$ cat config.mk
export PLATFORM = sky130hd
export DESIGN_NAME = uart_idle_timeout_framer_unit
export DESIGN_NICKNAME = d
export VERILOG_FILES = /design/src/design/uitf_pkg.sv /design/src/design/uitf_ram.sv /design/src/design/uitf_front.sv /design/src/design/uitf_cmd_q.sv /design/src/design/uitf_back.sv /design/src/design/uart_idle_timeout_framer_unit.sv
export SDC_FILE = /design/constraint.sdc
export NUM_CORES = 1
export LEC_CHECK = 0
export ABC_AREA = 0
export BUFFER_PORTS_ARGS = -buffer_cell sky130_fd_sc_hd__buf_2
export CORE_MARGIN = 5
export CORE_UTILIZATION = 50
export CTS_BUF_LIST = sky130_fd_sc_hd__clkbuf_2
export CTS_CLUSTER_SIZE = 20
export DETAILED_ROUTE_END_ITERATION = 6
export GPL_ROUTABILITY_DRIVEN = 0
export PLACE_DENSITY = 0.74
export SETUP_SLACK_MARGIN = 0.05
export SYNTH_ARGS = -nofsm -noshare
export SYNTH_HDL_FRONTEND = slang
export SYNTH_SLANG_ARGS = --single-unit
$ cat constraint.sdc
create_clock -name i_clk -period 7.9 [get_ports i_clk]
set_input_delay 1.185 -clock i_clk [delete_from_list [all_inputs] [get_ports i_clk]]
set_output_delay 1.185 -clock i_clk [all_outputs]
set_load 0.01 [all_outputs]
$ cat src/design/uitf_pkg.sv
// ----------------------------------------------------------------------------
// uitf_pkg
// shared types and codes for the uart idle timeout framer
// ----------------------------------------------------------------------------
`default_nettype none

package uitf_pkg;

    localparam int BUFFER_DEPTH_DEF = 32;
    localparam int CMD_QDEPTH       = 4;
    localparam logic [7:0] IDLE_TICKS_RESET = 8'd5;

    // input item kinds
    localparam logic CMD_BYTE = 1'b0;
    localparam logic CMD_TICK = 1'b1;

    // front to back operations
    localparam logic OP_WRITE = 1'b0;
    localparam logic OP_DUMP  = 1'b1;

    typedef struct packed {
        logic       op;
        logic [7:0] data;
    } t_cmd;

    typedef struct packed {
        logic empty;
        logic full;
    } t_q_st;

endpackage

`default_nettype wire

$ cat src/design/uitf_ram.sv
// ----------------------------------------------------------------------------
// uitf_ram
// generic single write, single read ram with registered read data
// ----------------------------------------------------------------------------
`default_nettype none

module uitf_ram #(
    parameter int WIDTH = 8,
    parameter int DEPTH = 32,
    localparam int AW   = (DEPTH > 1) ? $clog2(DEPTH) : 1
) (
    input  wire logic             i_clk,
    input  wire logic             i_we,
    input  wire logic [AW-1:0]    i_waddr,
    input  wire logic [WIDTH-1:0] i_wdata,
    input  wire logic             i_re,
    input  wire logic [AW-1:0]    i_raddr,
    output logic      [WIDTH-1:0] o_rdata
);

    logic [WIDTH-1:0] r_mem [DEPTH];
    logic [WIDTH-1:0] r_rdata;

    always_ff @(posedge i_clk) begin
        if (i_we) begin
            r_mem[i_waddr] <= i_wdata;
        end
        if (i_re) begin
            r_rdata <= r_mem[i_raddr];
        end
    end

    assign o_rdata = r_rdata;

endmodule

`default_nettype wire

$ cat src/design/uitf_front.sv
// ----------------------------------------------------------------------------
// uitf_front
// accepts bytes and ticks, tracks idle time and issues write and dump commands
// ----------------------------------------------------------------------------
`default_nettype none

module uitf_front (
    input  wire logic          i_clk,
    input  wire logic          i_rst_n,
    input  wire logic          i_push,
    input  wire logic          i_cmd,
    input  wire logic [7:0]    i_rx_byte,
    input  wire logic          i_cfg_we,
    input  wire logic [7:0]    i_cfg_wdata,
    input  wire uitf_pkg::t_q_st i_q_st,
    output logic               o_full,
    output logic               o_q_push,
    output uitf_pkg::t_cmd     o_q_cmd
);

    logic [7:0] r_thresh;
    logic [7:0] r_idle_cnt;
    logic       r_armed;
    logic [7:0] n_idle_cnt;
    logic       n_armed;
    logic [7:0] cnt_inc;
    logic       accept;
    logic       expire;

    assign accept  = i_push && !i_q_st.full;
    assign cnt_inc = r_idle_cnt + 8'd1;
    assign expire  = accept && (i_cmd == uitf_pkg::CMD_TICK) && r_armed
                     && !(cnt_inc < r_thresh);

    always_comb begin
        n_idle_cnt = r_idle_cnt;
        n_armed    = r_armed;
        if (accept) begin
            if (i_cmd == uitf_pkg::CMD_BYTE) begin
                n_idle_cnt = 8'd0;
                n_armed    = 1'b1;
            end else if (r_armed) begin
                if (expire) begin
                    n_idle_cnt = 8'd0;
                    n_armed    = 1'b0;
                end else begin
                    n_idle_cnt = cnt_inc;
                end
            end
        end
    end

    always_ff @(posedge i_clk) begin
        if (!i_rst_n) begin
            r_thresh   <= uitf_pkg::IDLE_TICKS_RESET;
            r_idle_cnt <= 8'd0;
            r_armed    <= 1'b0;
        end else begin
            if (i_cfg_we) begin
                r_thresh <= i_cfg_wdata;
            end
            r_idle_cnt <= n_idle_cnt;
            r_armed    <= n_armed;
        end
    end

    assign o_full       = i_q_st.full;
    assign o_q_push     = (accept && (i_cmd == uitf_pkg::CMD_BYTE)) || expire;
    assign o_q_cmd.op   = expire ? uitf_pkg::OP_DUMP : uitf_pkg::OP_WRITE;
    assign o_q_cmd.data = i_rx_byte;

endmodule

`default_nettype wire

$ cat src/design/uitf_cmd_q.sv
// ----------------------------------------------------------------------------
// uitf_cmd_q
// short command queue between the front and the back
// ----------------------------------------------------------------------------
`default_nettype none

module uitf_cmd_q (
    input  wire logic           i_clk,
    input  wire logic           i_rst_n,
    input  wire logic           i_push,
    input  wire uitf_pkg::t_cmd i_cmd,
    input  wire logic           i_pop,
    output uitf_pkg::t_q_st     o_st,
    output uitf_pkg::t_cmd      o_cmd
);

    localparam int QD  = uitf_pkg::CMD_QDEPTH;
    localparam int QAW = $clog2(QD);

    uitf_pkg::t_cmd r_slot [QD];
    logic [QAW-1:0] r_rd_ptr;
    logic [QAW-1:0] r_wr_ptr;
    logic [QAW:0]   r_cnt;
    logic           do_push;
    logic           do_pop;

    assign do_push = i_push && !o_st.full;
    assign do_pop  = i_pop && !o_st.empty;

    always_ff @(posedge i_clk) begin
        if (!i_rst_n) begin
            r_rd_ptr <= '0;
            r_wr_ptr <= '0;
            r_cnt    <= '0;
        end else begin
            if (do_push) begin
                r_wr_ptr <= r_wr_ptr + 1'b1;
            end
            if (do_pop) begin
                r_rd_ptr <= r_rd_ptr + 1'b1;
            end
            r_cnt <= r_cnt + (QAW+1)'(do_push) - (QAW+1)'(do_pop);
        end
    end

    always_ff @(posedge i_clk) begin
        if (do_push) begin
            r_slot[r_wr_ptr] <= i_cmd;
        end
    end

    assign o_st.empty = (r_cnt == '0);
    assign o_st.full  = (r_cnt == (QAW+1)'(QD));
    assign o_cmd      = r_slot[r_rd_ptr];

endmodule

`default_nettype wire

$ cat src/design/uitf_back.sv
// ----------------------------------------------------------------------------
// uitf_back
// executes store writes and frame dumps, holds the result queue
// ----------------------------------------------------------------------------
`default_nettype none

module uitf_back #(
    parameter int BUFFER_DEPTH = uitf_pkg::BUFFER_DEPTH_DEF
) (
    input  wire logic            i_clk,
    input  wire logic            i_rst_n,
    input  wire uitf_pkg::t_q_st i_q_st,
    input  wire uitf_pkg::t_cmd  i_q_cmd,
    output logic                 o_q_pop,
    input  wire logic            i_pop,
    output logic                 o_empty,
    output logic [7:0]           o_frame_byte,
    output logic                 o_frame_last
);

    localparam int AW = (BUFFER_DEPTH > 1) ? $clog2(BUFFER_DEPTH) : 1;
    localparam logic [AW-1:0] LAST_ADDR = AW'(BUFFER_DEPTH - 1);

    localparam logic ST_IDLE = 1'b0;
    localparam logic ST_DUMP = 1'b1;

    typedef struct packed {
        logic [7:0] data;
        logic       last;
    } t_beat;

    logic                    r_state;
    logic [AW-1:0]           r_widx;
    logic [AW-1:0]           r_raddr;
    logic [BUFFER_DEPTH-1:0] r_valid;
    logic                    r_rd_pend;
    logic                    r_rd_last;
    logic                    r_rd_vld;
    t_beat                   r_obuf [2];
    logic                    r_ohead;
    logic [1:0]              r_ocnt;

    logic                    n_state;
    logic [AW-1:0]           n_widx;
    logic [AW-1:0]           n_raddr;
    logic [BUFFER_DEPTH-1:0] n_valid;

    logic       do_write;
    logic       issue;
    logic       out_pop;
    logic       wpos;
    logic [7:0] ram_q;
    t_beat      beat;

    assign o_q_pop  = (r_state == ST_IDLE) && !i_q_st.empty;
    assign do_write = o_q_pop && (i_q_cmd.op == uitf_pkg::OP_WRITE);
    assign issue    = (r_state == ST_DUMP) && ((r_ocnt + {1'b0, r_rd_pend}) < 2'd2);
    assign out_pop  = i_pop && (r_ocnt != 2'd0);
    assign wpos     = r_ohead ^ r_ocnt[0];

    always_comb begin
        n_state = r_state;
        n_widx  = r_widx;
        n_raddr = r_raddr;
        n_valid = r_valid;
        unique case (r_state)
            ST_IDLE: begin
                if (o_q_pop) begin
                    if (i_q_cmd.op == uitf_pkg::OP_WRITE) begin
                        n_valid[r_widx] = 1'b1;
                        n_widx = (r_widx == LAST_ADDR) ? '0 : r_widx + 1'b1;
                    end else begin
                        n_widx  = '0;
                        n_raddr = '0;
                        n_state = ST_DUMP;
                    end
                end
            end
            ST_DUMP: begin
                if (issue) begin
                    n_valid[r_raddr] = 1'b0;
                    if (r_raddr == LAST_ADDR) begin
                        n_state = ST_IDLE;
                    end else begin
                        n_raddr = r_raddr + 1'b1;
                    end
                end
            end
            default: begin
                n_state = ST_IDLE;
            end
        endcase
    end

    always_ff @(posedge i_clk) begin
        if (!i_rst_n) begin
            r_state   <= ST_IDLE;
            r_widx    <= '0;
            r_raddr   <= '0;
            r_valid   <= '0;
            r_rd_pend <= 1'b0;
            r_ohead   <= 1'b0;
            r_ocnt    <= 2'd0;
        end else begin
            r_state   <= n_state;
            r_widx    <= n_widx;
            r_raddr   <= n_raddr;
            r_valid   <= n_valid;
            r_rd_pend <= issue;
            if (out_pop) begin
                r_ohead <= ~r_ohead;
            end
            r_ocnt <= r_ocnt + {1'b0, r_rd_pend} - {1'b0, out_pop};
        end
    end

    // read side data travels with the registered ram output
    always_ff @(posedge i_clk) begin
        if (issue) begin
            r_rd_last <= (r_raddr == LAST_ADDR);
            r_rd_vld  <= r_valid[r_raddr];
        end
        if (r_rd_pend) begin
            r_obuf[wpos] <= beat;
        end
    end

    assign beat.data = r_rd_vld ? ram_q : 8'h00;
    assign beat.last = r_rd_last;

    uitf_ram #(
        .WIDTH (8),
        .DEPTH (BUFFER_DEPTH)
    ) u_store (
        .i_clk   (i_clk),
        .i_we    (do_write),
        .i_waddr (r_widx),
        .i_wdata (i_q_cmd.data),
        .i_re    (issue),
        .i_raddr (r_raddr),
        .o_rdata (ram_q)
    );

    assign o_empty      = (r_ocnt == 2'd0);
    assign o_frame_byte = r_obuf[r_ohead].data;
    assign o_frame_last = r_obuf[r_ohead].last;

endmodule

`default_nettype wire

$ cat src/design/uart_idle_timeout_framer_unit.sv
// ----------------------------------------------------------------------------
// uart_idle_timeout_framer_unit
// collects uart bytes into a circular store and dumps the whole store as a
// frame once the line has been idle for a set number of ticks
//
// channel   direction  handshake             beat
// input     in         i_push / o_full       i_cmd, i_rx_byte
// result    out        o_empty / i_pop       o_frame_byte, o_frame_last
// config    in         i_cfg_we              i_cfg_wdata (idle tick threshold)
//
// a byte or tick beat is taken by the front part while o_full is low
// a timeout dump reads every store entry in address order, paced by the
// two-beat output buffer: a store read issues only while buffered and
// in-flight beats number fewer than two
// up to four commands wait between front and back; o_full rises when they fill
// reset is synchronous; entry valid bits clear at once, no clearing pass
// ----------------------------------------------------------------------------
`default_nettype none

module uart_idle_timeout_framer_unit #(
    parameter int BUFFER_DEPTH = uitf_pkg::BUFFER_DEPTH_DEF
) (
    input  wire logic       i_clk,
    input  wire logic       i_rst_n,
    input  wire logic       i_push,
    output logic            o_full,
    input  wire logic       i_cmd,
    input  wire logic [7:0] i_rx_byte,
    output logic            o_empty,
    input  wire logic       i_pop,
    output logic [7:0]      o_frame_byte,
    output logic            o_frame_last,
    input  wire logic       i_cfg_we,
    input  wire logic [7:0] i_cfg_wdata
);

    uitf_pkg::t_q_st q_st;
    uitf_pkg::t_cmd  q_in_cmd;
    uitf_pkg::t_cmd  q_out_cmd;
    logic            q_push;
    logic            q_pop;

    uitf_front u_front (
        .i_clk       (i_clk),
        .i_rst_n     (i_rst_n),
        .i_push      (i_push),
        .i_cmd       (i_cmd),
        .i_rx_byte   (i_rx_byte),
        .i_cfg_we    (i_cfg_we),
        .i_cfg_wdata (i_cfg_wdata),
        .i_q_st      (q_st),
        .o_full      (o_full),
        .o_q_push    (q_push),
        .o_q_cmd     (q_in_cmd)
    );

    uitf_cmd_q u_cmd_q (
        .i_clk   (i_clk),
        .i_rst_n (i_rst_n),
        .i_push  (q_push),
        .i_cmd   (q_in_cmd),
        .i_pop   (q_pop),
        .o_st    (q_st),
        .o_cmd   (q_out_cmd)
    );

    uitf_back #(
        .BUFFER_DEPTH (BUFFER_DEPTH)
    ) u_back (
        .i_clk        (i_clk),
        .i_rst_n      (i_rst_n),
        .i_q_st       (q_st),
        .i_q_cmd      (q_out_cmd),
        .o_q_pop      (q_pop),
        .i_pop        (i_pop),
        .o_empty      (o_empty),
        .o_frame_byte (o_frame_byte),
        .o_frame_last (o_frame_last)
    );

`ifndef NO_ASSERTIONS
    a_no_cmd_overflow : assert property (@(posedge i_clk) disable iff (!i_rst_n)
        q_push |-> !q_st.full)
        else $error("command pushed into a full queue");

    a_no_cmd_underflow : assert property (@(posedge i_clk) disable iff (!i_rst_n)
        q_pop |-> !q_st.empty)
        else $error("command popped from an empty queue");

    a_empty_after_reset : assert property (@(posedge i_clk)
        !i_rst_n |=> o_empty)
        else $error("result queue not empty after reset");
`endif

endmodule

`default_nettype wire

After elaboration in Yosys (flattened, before gate mapping):

Memory sizes are Yosys's and may differ from the RTL's. A register that Yosys moved wholly into a read port is not among the register bits.
Index checks and enable logic that the tools add are counted.

* output and inout port bits: 11
* register bits after elaboration: 73
* input port bits: 22
* memories kept: 3
* memory bits (writable): 310
* logic and storage cells: 114

Memories
* u_back.u_store.r_mem: words 32, width 8, read ports 1, clocked after Yosys merged registers in 1, write ports 1, line uitf_ram.sv:21 `logic [WIDTH-1:0] r_mem [DEPTH];`
* u_cmd_q.r_slot: words 4, width 9, read ports 1, clocked after Yosys merged registers in 1, write ports 1, line uitf_cmd_q.sv:20 `uitf_pkg::t_cmd r_slot [QD];`
* u_back.r_obuf: words 2, width 9, read ports 1, clocked after Yosys merged registers in 1, write ports 1, line uitf_back.sv:39 `t_beat r_obuf [2];`

* bitwise logic cells: 8
* muxes and demuxes: 40
* $lt $le $gt $ge: 6
* equal/unequal tests: 9
* $add $sub $neg: 9
* reduce and logical (&&, ||, !) cells: 24

Operators with widths (count)
* $mux W32: 3
* $pmux W32 S2: 1
* $and A32 B32 Y32: 1
* $mux W8: 4
* $not A32 Y32: 1
* $or A32 B32 Y32: 1
* $mux W5: 6
* $mux W1: 19
* $logic_and A1 B1 Y1: 13
* $lt A5 B6 Y1 const B: 2
* $add A5 B1 Y5 const B: 2
* $demux W1 S5: 2
* $eq A5 B5 Y1 const B: 2
* $ge A5 B1 Y1 const B: 2
* $pmux W5 S2: 1
* $add A8 B1 Y8 const B: 1
* $lt A8 B8 Y1: 1
* $ne A2 B1 Y1 const B: 3
* $ne A2 B2 Y1 const B: 3
* $bmux W1 S5: 1
* $add A2 B1 Y2 const B: 2
* $mux W2: 2
* $not A1 Y1: 4
* $reduce_and A2 Y1: 2
* other kinds (15): 17

Logic depth before layout (Yosys ltp):

Gate-level depths: netlist (run 1).

* depth after elaboration: 10
* depth in mapped cells: 16
* mapped depth without buffers: 16

Cells and area by module:

From an unflattened synthesis (run 1), not the netlist that was laid out.

* cells, all modules: 983
* area, all modules: 16248.1 um^2

Modules (own cells, without submodules)
* uitf_ram: cells each 417, area an instance 10133.5 um^2, sequential area each 7927.6 um^2, instances 1
* uitf_back: cells each 348, area an instance 3319.4 um^2, sequential area each 1561.5 um^2, instances 1
* uitf_cmd_q: cells each 98, area an instance 1786.7 um^2, sequential area each 1261.2 um^2, instances 1
* uitf_front: cells each 120, area an instance 1008.5 um^2, sequential area each 340.3 um^2, instances 1

Worst setup path before layout (run 1):

OpenSTA, ideal clock, no wires.

* path kind: register to register
* start point: register u_front.r_idle_cnt[0]
* end point: register u_cmd_q.r_cnt[2]
* path slack: 4.780 ns
* period minus slack after synthesis: 3.120 ns
* data required time: 7.785 ns
* setup time: 0.115 ns
* cell stages (with the launch flop): 16
* arrival: 3.005 ns
* buffers on the path: 0
* path through: dfxtp_1 -> nand3_1 -> or2_2 -> xnor2_1 -> ha_1 -> nand2_1 -> a211o_1 -> o21a_1 -> o22a_1 -> inv_1 -> ha_1 -> inv_1 -> fa_1 -> xnor2_1 -> xnor2_1 -> and2_1

* longest elaborated chain between the ends: 8

RTL lines
* start: declaration: line uitf_front.sv:22 `logic [7:0] r_idle_cnt;`
* start signal: assignment: line uitf_front.sv:62 `r_idle_cnt <= n_idle_cnt;`
* $add A8 B1 Y8: line uitf_front.sv:31 `assign cnt_inc = r_idle_cnt + 8'd1;`
* $lt A8 B8 Y1: line uitf_front.sv:33 `&& !(cnt_inc < r_thresh);`
* $logic_not A1 Y1: line uitf_front.sv:33
* $logic_and A1 B1 Y1: line uitf_front.sv:33
* $logic_or A1 B1 Y1: line uitf_front.sv:68 `assign o_q_push = (accept && (i_cmd == uitf_pkg::CMD_BYTE)) || expire;`
* $logic_and A1 B1 Y1: line uitf_cmd_q.sv:27 `assign do_push = i_push && !o_st.full;`
* net u_cmd_q.do_push: line uitf_cmd_q.sv:24 `logic do_push;`
* $add A3 B1 Y3: line uitf_cmd_q.sv:42 `r_cnt <= r_cnt + (QAW+1)'(do_push) - (QAW+1)'(do_pop);`
* $sub A3 B1 Y3: line uitf_cmd_q.sv:42
* end signal: assignment: line uitf_cmd_q.sv:42
* end: declaration: line uitf_cmd_q.sv:23 `logic [QAW:0] r_cnt;`

The timed path passes the listed nets, and every way through them passes these cells.
A chain may end at the register's enable or synchronous reset.

Worst setup path after layout (run 1):

Same ends and word-level chain as after synthesis.

==> metrics.txt, run 1 <==
status=complete, no violations; CP Launch Type=flop; Die Footprint=0.0354 sq mm; Hold Crit Class=in2reg; Crit path largest cell delay=0.41 ns; max_cap viols=0; Inserted Clock Buffers=95; Rows=65; global-route wire length before repair=49.4 mm; I/O pins=33; area leader, netlist=edfxtp_1; f_max=292 MHz; total iterations of the first detailed-routing run=5; Residual DRC=0; final worst-path cycle share=0.434; Crit Path Max Fanout=7; Routed Antenna Nets=0; Post-Syn Nets=960; wire length per cell=21.2 um; Setup violations, final=0; Synth area leaders=edfxtp_1 (61%), mux4_2 (10%), dfxtp_1 (9.3%); sequential area share after synthesis=0.699; YS warnings=0; post-synth cell types=53; Storage cell area=0.0111 sq mm; Hold-fix buffers, CTS=0; layout cells sized above 1=0.284; hold slack=0.477 ns; Port Buffers=32; setup TNS=0 ns; gr usage total=0.179; largest net degree at the start of global routing=70; Max Slew Vio Count=0; die height=188 um; Sequential Power Share=0.567; P_leak=5.83 nW; initial antenna violation count=1; Post-Syn Area=0.0159 sq mm; CTS tree=yes; RSZ-0062 raised after global routing=false; htree depth=3; Via density=5.73; clock buffer depth=3; worst path cell trace=nand3_1 -> or2_2 -> xnor2_1 -> ha_1 -> nand2_1 -> a211o_1 -> o21a_1 -> o22a_1 -> inv_1 -> ha_1 -> inv_1 -> fa_1 -> xnor2_1 -> xnor2_1 -> and2_1; data arrival time of the worst path=4.17 ns; Starting Density=0.504; Avg Synthesized Cell Area=17.4 sq um; Gate power share=0.158; # clock sinks=394; Pint=3.28 mW; Primary FF master, synth=edfxtp_1; post-cts sizing count=0; core area=0.0315 sq mm; critical path type=reg2reg; Final min period=3.43 ns; NetSw=1.34 mW; # fillers=2500; Slew @ Worst Pin=1.35 ns; critical path's slowest cell=dfxtp_1; Peak VDD IR=0.166 mV; # nets final=1059; clock-pin slew on the worst setup and hold paths=0.10 ns; area share of the largest cell type after synthesis=0.606; CTS root buf=clkbuf_2; register bit total from synthesis=394; Top cell by count, worst path=xnor2_1; dpl hpwl=19.5 mm; Final Hold Viols=0; part of the power in the clock network=0.275; Area Growth Syn to Fin=8.66%; Setup Fix Bufs, Post-CTS=0; die width=188 um; Post-synth EDFFs=320; Async S/R FF share, synth=0; routed via count=8533; multi-input logic area=0.00444 sq mm; clock latency on the worst-skew pair=0.96 ns; final WL=31.6 mm; worst path required time=8.65 ns; Layout Skew=0.144 ns; Gate Count Post-Synth=911; vias in the first global route=8805; switching power share of the total=0.290; Crit. End Element=flop; DR iter-0 viols=743; total grt overflow=0; Pwr Density=268 mW/mm^2; Max-slew headroom=0.0979
layer usage:
layer,vias up,global-route usage,wire (um)
met4,0,0.0635,625
met2,299,0.295,15700
met1,4300,0.241,13300
met3,50,0.0352,2020
met5,-,0,0
li1,3884,-,-
metrics by stage:
stage	instance area, sq um	instances	setup WS (ns)	util	power (mW)
6_report	17200	1488	4.47	0.547	4.61
2_1_floorplan	15900	911	4.78	-	3.14
3_5_place_dp	16400	1315	4.54	0.520	3.40
3_3_place_gp	16400	1315	4.61	0.520	3.38
5_1_grt	17200	1487	4.22	0.547	4.85
4_1_cts	17200	1485	4.42	0.547	4.67
logic make-up (layout without fill, tap and decap cells):
kind of cell	after synthesis	in the layout	share of synthesized area
XOR/XNOR	13	13	0.00718
adder cells (fa/ha/maj)	27	27	0.0218
other	0	3	0
multiplexers	101	101	0.130
flip-flops	394	394	0.699
buffers and inverters	66	238	0.0208
AO/OA/AOI/OAI	110	110	0.0559
AND/OR/NAND/NOR	200	200	0.0648
final cells by class:
class | instances | share of cell area
inverters | 25 | 0.00545
clock inverters | 27 | 0.00770
diodes | 3 | 0.000436
repair buffers | 43 | 0.0141
multi-input cells | 451 | 0.258
well taps | 402 | 0.0292
flip-flops and latches | 394 | 0.644
clock buffers | 143 | 0.0415
final timing paths:
| kind | from | to | slack (ns) | cells past startpoint |
|---|---|---|---|---|
| worst min-delay path | i_rx_byte[3] | u_cmd_q.r_slot[2][3]$_DFFE_PP_ | 0.48 | 1 |
| worst min register to register | u_front.r_idle_cnt[7]$_SDFFE_PN0P_ | u_front.r_idle_cnt[7]$_SDFFE_PN0P_ | 0.50 | 2 |
| worst max-delay path | u_front.r_idle_cnt[0]$_SDFFE_PN0P_ | u_cmd_q.r_cnt[2]$_SDFF_PN0_ | 4.47 | 15 |
| worst max register to register | u_front.r_idle_cnt[0]$_SDFFE_PN0P_ | u_cmd_q.r_cnt[2]$_SDFF_PN0_ | 4.47 | 15 |
layout by cell type, fill, tap and decap left out, types with 5 or more instances in the layout:
cell,synthesis,routed
nand4_1,11,11
o221a_2,19,19
o21ai_0,10,10
a22oi_1,36,36
nor2b_1,12,12
clkbuf_2,0,143
edfxtp_1,320,320
a21oi_1,7,7
ha_1,26,26
mux2_2,9,9
mux4_2,73,73
o21a_1,14,14
and2_1,17,17
inv_1,24,24
mux4_1,8,8
xnor2_1,9,9
and3_1,5,5
nor3_1,6,6
nand2b_1,5,5
nand3_1,14,14
mux2i_1,11,11
buf_2,7,32
clkinv_1,1,21
dfxtp_1,74,72
buf_4,3,11
nor2_1,55,55
nand3b_1,6,6
nand2_1,47,47
worst max-delay path, delay by kind of cell, from the launching register on:
family	cells	cell delay, ns
AOI/OAI and AO/OA	3	0.81
xor gates and xnor gates	3	0.39
adders and majority gates	3	0.80
buffers and inverters	2	0.13
DFF	1	0.41
and+or+nand+nor	4	0.71
power groups by stage:
stage	sequential (mW)	clock [mW]	combinational [mW]
detailed placement	2.67	0	0.737
floorplan	2.61	0	0.533
global placement	2.66	0	0.719
CTS	2.62	1.31	0.741
finish	2.62	1.27	0.729
global route	2.63	1.42	0.802
synth_stat cells (10+ instances only):
library cell  number
mux2i_1           11
nor2b_1           12
o221a_2           19
nor2_1            55
a22oi_1           36
o21ai_0           10
nand3_1           14
clkbuf_1          21
edfxtp_1         320
mux4_2            73
nand2_1           47
inv_1             24
dfxtp_1           74
nand4_1           11
o21a_1            14
ha_1              26
and2_1            17
flip-flops by register name, summed over array words and instances, names as in the netlist, 3 cells and up, named ones only:
name                    flops
u_back.r_raddr              5
u_cmd_q.r_cnt               3
u_back.r_widx               5
u_front.r_thresh            8
u_back.u_store.r_mem      256
u_back.r_obuf              18
u_back.u_store.o_rdata      8
u_back.r_valid             32
u_front.r_idle_cnt          8
u_cmd_q.r_slot             36
Note: power is estimated with default switching activity, not from simulation.
==> run 2, diff against run 1 <==
- ABC_AREA: 0 -> 1
- PLACE_DENSITY: 0.74 -> 0.76
- clock period: 7.9 -> 3.01 ns (I/O delays scaled with it)
==> run 2 against run 1 <==
  * Final cell count is 54% higher
  * Clock power grew to 2.7 times the previous value
  * Worst hold slack worse by 0.38 ns
  * Via count rose by 46%
  * Area after synthesis increased by 7.0%
  * Maximum frequency increased by 21%
  * Clock skew fell by 0.030 ns
  * Combinational power rose to 5.9 times the previous value
  * Largest cell class unchanged
  * Die area rose by 6.6%
  * Critical endpoint is now u_cmd_q.r_cnt[1]$_SDFF_PN0_
  * Critical path type unchanged
==> metrics.txt, run 2 <==
status=complete, no violations; worst path required time=3.88 ns; final worst-path cycle share=0.942; Async S/R FF share, synth=0; switching power share of the total=0.369; Hold Crit Depth=3; Final Hold Viols=0; reg2reg path depth=16; sequential area share after synthesis=0.654; Primary FF master, synth=edfxtp_1; die height=194 um; Port Buffers=32; Gate power share=0.291; Sequential Power Share=0.481; Slew @ Worst Pin=0.814 ns; Design Power=14.8 mW; wire length per cell=17.2 um; clock latency on the worst-skew pair=0.93 ns; CTS root buf=clkbuf_2; total grt overflow=0; area leader, netlist=edfxtp_1; Area Growth Syn to Fin=11.3%; global-route wire length before repair=62.6 mm; core area=0.0335 sq mm; max FFs per register=256; clock buffer depth=3; data arrival time of the worst path=3.70 ns; Largest Register=u_back.u_store.r_mem; # clock sinks=394; Die Footprint=0.0377 sq mm; routed via count=12418; Post-Syn Nets=1686; Pint=9.36 mW; Residual DRC=0; vias in the first global route=12086; Crit Path Max Fanout=5; DR iter-0 viols=1269; Max Slew Vio Count=0; NetSw=5.48 mW; die width=194 um; Hold Crit Class=in2reg; area share of the largest cell type after synthesis=0.566; register bit total from synthesis=394; CP Launch Type=flop; top-count cell post-synth=edfxtp_1; final WL=39.4 mm; critical path type=reg2reg; # nets final=1819; clock-pin slew on the worst setup and hold paths=0.11 ns; top flop regs=u_back.u_store.r_mem (256), u_cmd_q.r_slot (36), u_back.r_valid (32); I/O pins=33; YS warnings=0; CTS tree=yes; Pwr Density=786 mW/mm^2; Routed Antenna Nets=0; max_cap viols=0; Layout Skew=0.115 ns; layout cells sized above 1=0.167; most common cell after layout, fill and taps aside=edfxtp_1; Rows=67; htree depth=3; Gate Count Post-Synth=1637; total iterations of the first detailed-routing run=7; Post-synth EDFFs=320; Setup violations, final=0; largest net degree at the start of global routing=110; dpl hpwl=24.5 mm; Crit. End Element=flop; part of the power in the clock network=0.228; initial antenna violation count=1; post-synth cell types=40; Peak VDD IR=0.439 mV; Final min period=2.84 ns; gr usage total=0.203; f_max=353 MHz; Post-Syn Area=0.0170 sq mm; Avg Synthesized Cell Area=10.4 sq um; top cells by count, synth=edfxtp_1 (320), nor2_1 (285), nand2_1 (260), o21ai_0 (238), inv_1 (100); Starting Density=0.506; most frequent cells in the layout=edfxtp_1 (320), nor2_1 (283), nand2_1 (260); Setup Fix Bufs, Post-CTS=0; RSZ-0062 raised after global routing=true; setup TNS=0 ns; Via density=5.43; Synth area leaders=edfxtp_1 (57%), dfxtp_1 (8.7%), o21ai_0 (7.0%); Inserted Clock Buffers=96; P_leak=7.03 nW; Max-slew headroom=0.456
run 2: changes by cell type after synthesis, sizes merged, moves of 16 or more:
cell,previous run,this run
o22ai,0,24
a22oi,36,0
o221a,23,0
mux4,81,0
nor2,55,291
o21ai,10,273
clkbuf,22,38
a21oi,7,68
nand3,14,32
buf,17,42
inv,24,114
and2,17,0
nand2,51,266
run 2: power by group through the flow:
stage	clock network (mW)	logic, mW	registers (mW)
2_1_floorplan	0	2.90	7.16
3_3_place_gp	0	4.15	7.25
3_5_place_dp	0	4.25	7.26
4_1_cts	3.45	4.29	7.14
5_1_grt	3.72	4.75	7.18
6_report	3.38	4.32	7.14
run 2: layout make-up:
type | instances | area [sq um]
Antenna cell | 1 | 2.50
Sequential cell | 394 | 11100
Tap cell | 448 | 561
Multi-Input combinational cell | 1044 | 5050
Clock buffer | 149 | 746
Inverter | 119 | 450
Fill cell | 2835 | 14600
Clock inverter | 19 | 95.1
Timing Repair Buffer | 115 | 881
run 2: stage by stage:
| stage | setup slack (ns) | utilization | hold WS (ns) | cell area [sq um] | cells |
|---|---|---|---|---|---|
| floorplan | 0.262 | - | 0.421 | 17000 | 1637 |
| global placement | 0.165 | 0.531 | 0.430 | 17800 | 2096 |
| detailed placement | 0.0227 | 0.531 | 0.453 | 17800 | 2096 |
| CTS | 0.129 | 0.563 | 0.00698 | 18900 | 2288 |
| global route | 0.0359 | 0.563 | 0.0747 | 18900 | 2289 |
| finish | 0.174 | 0.563 | 0.0959 | 18900 | 2289 |
run 2: kinds of logic after synthesis:
group                      after synthesis  share of synthesized area
buffers and inverters                  199                     0.0519
muxes                                    9                    0.00597
DFF                                    394                      0.654
AOI/OAI and AO/OA                      368                      0.111
and+or+nand+nor                        629                      0.151
xor gates and xnor gates                11                    0.00612
adders and majority gates               27                     0.0204
run 2: critical path, stage by stage (launching register included):
cell	delay, ns
dfxtp_1	0.37
ha_2	0.22
nand4_1	0.14
nor2_1	0.16
xor2_1	0.23
ha_1	0.27
nand2_1	0.08
o21a_1	0.12
nand2_1	0.09
nand2_1	0.10
inv_1	0.09
nor2_2	0.18
inv_1	0.07
ha_1	0.19
inv_1	0.06
fa_1	0.40
nor2_1	0.11
run 2: what timing repair did:
action	CTS	global route
gates resized for setup	0	5
hold endpoints to repair	58	0
endpoints found under the setup margin	0	2
hold buffers	24	0
run 2: per-layer routing:
| layer | wire length [um] | part of all wire | global-route usage | up-vias |
|---|---|---|---|---|
| met2 | 18600 | 0.47 | 0.327 | 570 |
| met4 | 1100 | 0.028 | 0.0813 | 0 |
| met5 | 0 | 0 | 0 | - |
| met1 | 16400 | 0.42 | 0.276 | 5839 |
| met3 | 3280 | 0.083 | 0.0374 | 92 |
| li1 | - | - | - | 5917 |
run 2: final timing paths:
| kind | from | endpoint | slack (ns) |
|---|---|---|---|
| min reg2reg | u_back.r_valid[22]$_SDFFE_PN0P_ | u_back.r_valid[22]$_SDFFE_PN0P_ | 0.47 |
| max | u_front.r_idle_cnt[1]$_SDFFE_PN0P_ | u_cmd_q.r_cnt[1]$_SDFF_PN0_ | 0.17 |
| max reg2reg | u_front.r_idle_cnt[1]$_SDFFE_PN0P_ | u_cmd_q.r_cnt[1]$_SDFF_PN0_ | 0.17 |
| min | i_cfg_we | u_front.r_thresh[4]$_SDFFE_PN0P_ | 0.1 |
